## src/rtl/core/lsjt_pkg.sv

```systemverilog
`default_nettype none
package lsjt_pkg;

	// item kinds
	typedef enum logic [1:0] {
		KIND_SAMPLE   = 2'd0,
		KIND_CLR_TURN = 2'd1,
		KIND_CLR_PAT  = 2'd2,
		KIND_CLR_NODE = 2'd3
	} kind_t;

	// configuration register indexes
	localparam logic [1:0] CFG_REPEAT_LIMIT     = 2'd0;
	localparam logic [1:0] CFG_WHITE_LIMIT      = 2'd1;
	localparam logic [1:0] CFG_BLACK_STOP_LIMIT = 2'd2;

	// configuration reset values
	localparam logic [7:0] RST_REPEAT_LIMIT     = 8'd3;
	localparam logic [7:0] RST_WHITE_LIMIT      = 8'd10;
	localparam logic [7:0] RST_BLACK_STOP_LIMIT = 8'd30;

	// sensor patterns of interest
	localparam logic [4:0] PAT_WHITE   = 5'b00000;
	localparam logic [4:0] PAT_BLACK   = 5'b11111;
	localparam logic [4:0] PAT_LEFT_A  = 5'b11100;
	localparam logic [4:0] PAT_LEFT_B  = 5'b11110;
	localparam logic [4:0] PAT_RIGHT_A = 5'b00111;
	localparam logic [4:0] PAT_RIGHT_B = 5'b01111;
	localparam logic [4:0] MASK_MID    = 5'b01110;
	localparam logic [4:0] MASK_OUTER  = 5'b10001;

	localparam logic [7:0] COUNT_MAX = 8'hff;

	typedef struct packed {
		kind_t      kind;
		logic [4:0] pattern;
		logic       judge_enable;
	} sample_t;

	typedef struct packed {
		logic signed [3:0] steer_error;
		logic              node_detect;
		logic              stop;
		logic              turn_left;
		logic              turn_right;
		logic              both_sides;
		logic              straight_ahead;
		logic              pending;
	} result_t;

	typedef struct packed {
		logic [7:0] repeat_limit;
		logic [7:0] white_limit;
		logic [7:0] black_stop_limit;
	} limits_t;

	typedef struct packed {
		logic straight;
		logic both;
		logic right;
		logic left;
	} turn_t;

	typedef struct packed {
		logic              hit;
		logic signed [3:0] err;
	} line_err_t;

	// saturating counter step
	function automatic logic [7:0] sat_inc(input logic [7:0] v);
		return (v == COUNT_MAX) ? v : v + 8'd1;
	endfunction

	// single-line shapes to steering error
	function automatic line_err_t line_error(input logic [4:0] p);
		line_err_t r;
		r.hit = 1'b1;
		case (p)
			5'b00001: r.err = -4'sd6;
			5'b00011: r.err = -4'sd4;
			5'b00010: r.err = -4'sd3;
			5'b00110: r.err = -4'sd2;
			5'b00100: r.err = 4'sd0;
			5'b01110: r.err = 4'sd0;
			5'b01100: r.err = 4'sd2;
			5'b01000: r.err = 4'sd3;
			5'b11000: r.err = 4'sd4;
			5'b10000: r.err = 4'sd6;
			default: begin
				r.hit = 1'b0;
				r.err = 4'sd0;
			end
		endcase
		return r;
	endfunction

endpackage
`default_nettype wire

```

## src/rtl/core/lsjt_core.sv

```systemverilog
`default_nettype none
module lsjt_core import lsjt_pkg::*; (
	input  wire logic    clk,
	input  wire logic    arst_n,
	input  wire logic    step,
	input  wire sample_t item,
	input  wire limits_t lim,
	output result_t      res
);

	logic [4:0]        prev_q, prev_n;
	logic [7:0]        white_q, white_n;
	logic [7:0]        black_q, black_n;
	logic [7:0]        left_q, left_n;
	logic [7:0]        right_q, right_n;
	logic signed [3:0] err_q, err_n;
	logic              node_q, node_n;
	logic              stop_q, stop_n;
	turn_t             turn_q, turn_n;
	logic              pend_q, pend_n;
	logic              same;
	line_err_t         lerr;

	assign same = item.judge_enable && (prev_q == item.pattern);
	assign lerr = line_error(item.pattern);

	// next tracker state for the item in hand
	always_comb begin
		prev_n  = prev_q;
		white_n = white_q;
		black_n = black_q;
		left_n  = left_q;
		right_n = right_q;
		err_n   = err_q;
		node_n  = node_q;
		stop_n  = stop_q;
		turn_n  = turn_q;
		pend_n  = pend_q;
		case (item.kind)
			KIND_SAMPLE: begin
				if (lerr.hit) begin
					err_n = lerr.err;
				end else if (item.pattern == PAT_WHITE) begin
					if (same) begin
						black_n = '0;
						white_n = sat_inc(white_q);
						if (white_n > lim.white_limit) begin
							node_n = 1'b1;
							pend_n = 1'b0;
						end
					end else begin
						white_n = '0;
					end
				end else if (item.pattern == PAT_BLACK) begin
					if (same) begin
						white_n = '0;
						black_n = sat_inc(black_q);
						if (black_n > lim.black_stop_limit) begin
							err_n       = '0;
							stop_n      = 1'b1;
							node_n      = 1'b1;
							turn_n.both = 1'b0;
							pend_n      = 1'b0;
						end else if (black_n >= lim.repeat_limit) begin
							pend_n      = 1'b1;
							turn_n.both = 1'b1;
						end
					end else begin
						black_n = '0;
					end
				end else if (item.pattern == PAT_LEFT_A || item.pattern == PAT_LEFT_B) begin
					if (same) begin
						white_n = '0;
						black_n = '0;
						left_n  = sat_inc(left_q);
						if (left_n >= lim.repeat_limit) begin
							pend_n      = 1'b1;
							turn_n.left = 1'b1;
						end
					end else begin
						left_n = '0;
					end
				end else if (item.pattern == PAT_RIGHT_A || item.pattern == PAT_RIGHT_B) begin
					if (same) begin
						white_n = '0;
						black_n = '0;
						right_n = sat_inc(right_q);
						if (right_n >= lim.repeat_limit) begin
							pend_n       = 1'b1;
							turn_n.right = 1'b1;
						end
					end else begin
						right_n = '0;
					end
				end else begin
					err_n = '0;
				end
				// a changed judged pattern that is white or lights only the middle sensors resolves a pending junction
				if (item.judge_enable && pend_n && (prev_q != item.pattern)) begin
					if (item.pattern == PAT_WHITE) begin
						node_n = 1'b1;
						pend_n = 1'b0;
					end else if ((item.pattern & MASK_MID) != '0 &&
						(item.pattern & MASK_OUTER) == '0) begin
						node_n          = 1'b1;
						turn_n.straight = 1'b1;
						pend_n          = 1'b0;
					end
				end
				prev_n = item.pattern;
			end
			KIND_CLR_TURN: begin
				turn_n  = '0;
				white_n = '0;
				black_n = '0;
				left_n  = '0;
				right_n = '0;
			end
			KIND_CLR_PAT: begin
				prev_n = '0;
			end
			KIND_CLR_NODE: begin
				node_n = 1'b0;
				stop_n = 1'b0;
			end
			default: begin
				prev_n = prev_q;
			end
		endcase
	end

	// tracker state
	always_ff @(posedge clk or negedge arst_n) begin
		if (!arst_n) begin
			prev_q  <= '0;
			white_q <= '0;
			black_q <= '0;
			left_q  <= '0;
			right_q <= '0;
			err_q   <= '0;
			node_q  <= 1'b0;
			stop_q  <= 1'b0;
			turn_q  <= '0;
			pend_q  <= 1'b0;
		end else if (step) begin
			prev_q  <= prev_n;
			white_q <= white_n;
			black_q <= black_n;
			left_q  <= left_n;
			right_q <= right_n;
			err_q   <= err_n;
			node_q  <= node_n;
			stop_q  <= stop_n;
			turn_q  <= turn_n;
			pend_q  <= pend_n;
		end
	end

	// result shows the state after the item
	always_comb begin
		res.steer_error    = err_n;
		res.node_detect    = node_n;
		res.stop           = stop_n;
		res.turn_left      = turn_n.left;
		res.turn_right     = turn_n.right;
		res.both_sides     = turn_n.both;
		res.straight_ahead = turn_n.straight;
		res.pending        = pend_n;
	end

	// stop is only ever raised together with node and cleared with it
	assert property (@(posedge clk) disable iff (!arst_n) stop_q |-> node_q)
		else $error("stop flag without node flag");

	// held error stays within the table range
	assert property (@(posedge clk) disable iff (!arst_n)
		(err_q >= -4'sd6) && (err_q <= 4'sd6))
		else $error("held error out of range");

	// a clear-turn item leaves no turn flag and no counter
	assert property (@(posedge clk) disable iff (!arst_n)
		(step && item.kind == KIND_CLR_TURN) |=>
		(turn_q == '0) && (left_q == '0) && (right_q == '0) &&
		(white_q == '0) && (black_q == '0))
		else $error("clear turn left state behind");

endmodule
`default_nettype wire

```

## src/rtl/core/line_sensor_junction_tracker.sv

```systemverilog
`default_nettype none
// channel  | signals                               | direction
// ---------+---------------------------------------+----------
// sample   | sample_valid, sample_stall, sample    | in
// result   | result_valid, result_stall, result    | out
// cfg      | cfg_valid, cfg_ready, cfg_index/data  | in
//
// One sample per cycle while sample_stall is low; each result passes the input
// register, then the result register, before its transfer.
// arst_n clears state and loads the limit registers with their defaults.
// A stalled result holds the result register; the input register still
// takes one more item, then sample_stall rises until the result moves.
// cfg_ready is always high.
module line_sensor_junction_tracker import lsjt_pkg::*; (
	input  wire logic       clk,
	input  wire logic       arst_n,
	input  wire logic       sample_valid,
	output logic            sample_stall,
	input  wire sample_t    sample,
	output logic            result_valid,
	input  wire logic       result_stall,
	output result_t         result,
	input  wire logic       cfg_valid,
	output logic            cfg_ready,
	input  wire logic [1:0] cfg_index,
	input  wire logic [7:0] cfg_data
);

	logic    in_valid_s1;
	sample_t in_item_s1;
	logic    out_valid_s2;
	result_t out_item_s2;
	limits_t lim_q;
	logic    advance;
	logic    load_s1;
	result_t res;

	assign cfg_ready = 1'b1;

	// configuration registers
	always_ff @(posedge clk or negedge arst_n) begin
		if (!arst_n) begin
			lim_q.repeat_limit     <= RST_REPEAT_LIMIT;
			lim_q.white_limit      <= RST_WHITE_LIMIT;
			lim_q.black_stop_limit <= RST_BLACK_STOP_LIMIT;
		end else if (cfg_valid && cfg_ready) begin
			case (cfg_index)
				CFG_REPEAT_LIMIT:     lim_q.repeat_limit     <= cfg_data;
				CFG_WHITE_LIMIT:      lim_q.white_limit      <= cfg_data;
				CFG_BLACK_STOP_LIMIT: lim_q.black_stop_limit <= cfg_data;
				default:              lim_q                  <= lim_q;
			endcase
		end
	end

	// handshake control
	assign advance      = in_valid_s1 && !(out_valid_s2 && result_stall);
	assign sample_stall = in_valid_s1 && out_valid_s2 && result_stall;
	assign load_s1      = sample_valid && !sample_stall;

	// input register
	always_ff @(posedge clk or negedge arst_n) begin
		if (!arst_n) begin
			in_valid_s1 <= 1'b0;
		end else if (load_s1 || advance) begin
			in_valid_s1 <= load_s1;
		end
	end

	always_ff @(posedge clk) begin
		if (load_s1) begin
			in_item_s1 <= sample;
		end
	end

	lsjt_core u_core (
		.clk    (clk),
		.arst_n (arst_n),
		.step   (advance),
		.item   (in_item_s1),
		.lim    (lim_q),
		.res    (res)
	);

	// result register
	always_ff @(posedge clk or negedge arst_n) begin
		if (!arst_n) begin
			out_valid_s2 <= 1'b0;
		end else if (advance) begin
			out_valid_s2 <= 1'b1;
		end else if (!result_stall) begin
			out_valid_s2 <= 1'b0;
		end
	end

	always_ff @(posedge clk) begin
		if (advance) begin
			out_item_s2 <= res;
		end
	end

	assign result_valid = out_valid_s2;
	assign result       = out_item_s2;

	// back-pressure only when both stages are full and the output is held
	assert property (@(posedge clk) disable iff (!arst_n)
		sample_stall |-> (in_valid_s1 && out_valid_s2))
		else $error("stall without full pipeline");

	// an item that moves on always lands in the result register
	assert property (@(posedge clk) disable iff (!arst_n)
		advance |=> out_valid_s2)
		else $error("advanced item lost");

	// a held result is not dropped while stalled
	assert property (@(posedge clk) disable iff (!arst_n)
		(out_valid_s2 && result_stall && !advance) |=>
		(out_valid_s2 && $stable(out_item_s2)))
		else $error("stalled result changed");

endmodule
`default_nettype wire

```

## config.mk

```make
export PLATFORM = sky130hd
export DESIGN_NAME = line_sensor_junction_tracker
export DESIGN_NICKNAME = d
export VERILOG_FILES = /design/src/rtl/core/lsjt_pkg.sv /design/src/rtl/core/lsjt_core.sv /design/src/rtl/core/line_sensor_junction_tracker.sv
export SDC_FILE = /design/constraint.sdc
export NUM_CORES = 1
export LEC_CHECK = 0
export CORE_ASPECT_RATIO = 0.5
export CORE_MARGIN = 10
export CORE_UTILIZATION = 47
export DETAILED_ROUTE_END_ITERATION = 7
export DONT_BUFFER_PORTS = 1
export SKIP_CTS_REPAIR_TIMING = 1
export SYNTH_ARGS = -nofsm -noshare
export SYNTH_HDL_FRONTEND = slang
export SYNTH_HIERARCHICAL = 1
export SYNTH_SLANG_ARGS = --single-unit
```

## constraint.sdc

```tcl
create_clock -name clk -period 2.8 [get_ports clk]
set_input_delay 0.14 -clock clk [delete_from_list [all_inputs] [get_ports clk]]
set_output_delay 0.14 -clock clk [all_outputs]
set_load 0.005 [all_outputs]
```

==> run metrics <==
Internal Pwr Total about 2.6 mW; flops & latches, synth 93; CTS tree yes; Mapped Area ~6000 sq um; Area growth syn-to-layout 25.6%; HPWL Detailed 10400 um; htree depth 3; clock power share roughly 39%; fin. max-slew vios 0; Synthesized Nets roughly 670; library cells used by synthesis between 50 and 60; top cells by area, synth dfrtp_1, ha_1, edfxtp_1; grt total ovfl 0; critical setup path kind register to register; All-Layer GR Usage ~16%; largest net degree at the start of global routing 75; minimum clock period 2.98 ns; worst setup slack after layout -0.184 ns; NetSw approximately 960 uW; most frequent cells in the layout dfrtp_1, buf_4, nand2_1; failing checks setup timing; CTS Buffer Depth 2; HP Class input pin to register; gp weighted congestion about 0.83; worst path required time 3.04 ns; number of port buffers 0; drt first pass iters 5; first-pass GRT wire length approximately 22000 um; Register Area 2430 sq um; part of the power in registers approximately 45%; Gate Count Post-Synth ~600; crit path cell chain ha_4 -> a31oi_4 -> and3_4 -> xor2_2 -> ha_1 -> a211oi_2 -> o21bai_2 -> o211a_1 -> o211ai_1 -> a21o_1 -> or2_4 -> a22o_1; cts bufs inserted 9; via count 4743; # IOs 37; initial antenna violation count 0; combinational power share 16.0%; crit-path max FO 4; std cell rows 28; Post-Route WL between 10000 and 15000 um; Final Cycle Share 107%; synth warn 6; residual DRC count 0; CP max-delay cell dfrtp_1; EDFF count, synth 19; Multi-input gate area 3460 sq um; Primary FF master, synth dfrtp_1; Worst slew margin between 40% and 50%; clock sinks between 90 and 100; post-route ant nets 0; Final Hold Fails 0; unrepaired setup endpoints after global routing yes; CP Capture Type register; f_max 335 MHz; fillers ~990; vias per inst around 5.6; core box area approximately 12000 sq um; VDD IR-drop max about 0.29 mV; Post-DP Area approximately 6500 sq um; utilization after layout ~61%; die area approximately 18000 sq um; Initial Utilization roughly half; Yosys top cell area share between 20% and 30%; Starting DRT DRC Count approximately 330; Final TNS setup -1.46 ns; Final Cell Area 7330 sq um; chip height approximately 99 um; Avg Cell Area, Syn roughly 9.7 sq um; status finished, violations left; Die X about 180 um; Post-synth ARST share about 80%; number of diodes 0; final clock skew a little over 0.008 ns; leading area contributor after synthesis dfrtp_1; critical path startpoint category register; PwrDens 483 nW/um^2; slowest stage delay, CP between 0.4 and 0.5 ns; nets@finish about 750; Worst-Margin Slew between 0.8 and 0.9 ns; LEAKAGE about 3.3 nW; later-pin clock latency in the skew report 0.35 ns; Final Setup Violations 12; share of cells above drive strength 1 approximately 28%; DR WL/cell 17.0 um; Reg clk slew, reported paths about 0.070 ns; critical path arrival 3.23 ns; Max Cap Viol 0; Root Buffer Master clkbuf_16; post-synthesis sequential area ratio 41.7%; number of global-route vias before repair about 4400; Sw Ratio 27.2%
## power groups by stage
stage                     clock [mW]  sequential [mW]  combinational [mW]
after floorplan                    0             1.60               0.377
after CTS                       1.40             1.60               0.488
after detailed placement           0             1.62               0.485
final                           1.38             1.60               0.566
after global placement             0             1.62               0.468
after global routing            1.46             1.61               0.637
## cells by family (layout without fill, tap and decap cells)
kind of cell,after synthesis,after routing,synth area share (%)
multiplexers,31,31,5.96
AO/OA/AOI/OAI,153,153,17.3
flip-flops,93,93,41.7
AND/OR/NAND/NOR,191,191,16.8
other,1,1,0.0643
buffers and inverters,63,146,4.85
adder cells (fa/ha/maj),47,47,10.1
XOR/XNOR,22,22,3.30
## registers in the layout, indices dropped and copies added (netlist names)
name            count
u_core/white_q      8
in_item_s1          8
u_core/err_q        4
result             11
u_core/turn_q       4
lim_q              24
u_core/node_q       1
result_valid        1
u_core/right_q      8
u_core/prev_q       5
u_core/left_q       8
u_core/black_q      8
u_core/pend_q       1
u_core/stop_q       1
in_valid_s1         1
## layer usage
metal | GRT usage, % | up-vias | routed length (um)
met5 | 0 | - | 0
met4 | 4.65 | 0 | 212
met3 | 3.66 | 16 | 619
met2 | 23.8 | 92 | 6330
met1 | 22.1 | 2303 | 7260
li1 | - | 2332 | -
## synth_stat cells (all sizes together), types with 10 or more instances
cell type and instances:
nor2 44, nor3 14, edfxtp 19, buf 13
ha 47, dfrtp 66, nand2 46, a21oi 31
a22o 16, xnor2 13, inv 41, o21ai 50
a31oi 10, mux2 30, nand2b 16, nand3 27
## critical path: cells and delay by family, from the launching register on
kind	cells	cell delay, ns
xor gates and xnor gates	1	0.09
and+or+nand+nor	2	0.50
AOI/OAI and AO/OA	7	1.33
DFF	1	0.43
adders and majority gates	2	0.53
## metrics by stage
stage	instances	hold slack [ns]	power (mW)	setup WS [ns]
4_1_cts	825	-0.539	3.49	-0.265
3_3_place_gp	809	-0.152	2.09	-0.148
6_report	849	0.0969	3.54	-0.184
5_1_grt	849	0.0866	3.71	-0.293
2_1_floorplan	601	-0.156	1.98	-0.106
3_5_place_dp	809	-0.152	2.11	-0.253
## final timing paths
path / startpoint / to / slack [ns] / cells after the start
setup / recovery: u_core/black_q[0] / u_core/err_q[0] / -0.18 / 12
min in group asynchronous: arst_n / u_core/white_q[3] / 0.33 / 2
setup reg to reg: u_core/black_q[0] / u_core/err_q[0] / -0.18 / 12
hold / removal: cfg_index[0] / lim_q[21] / 0.1 / 2
hold reg to reg: in_valid_s1 / result_valid / 0.47 / 1
max in group asynchronous: arst_n / lim_q[16] / 2.11 / 2
## final cells by class
class / instances / share of cell area (%)
multi-input combinational: 445 / 47.2
sequential: 93 / 33.2
timing repair buffer: 89 / 10.2
clock buffer: 9 / 3.07
tap: 165 / 2.82
inverter: 41 / 2.10
clock inverter: 7 / 1.43
Note: power is estimated with default switching activity, not from simulation.
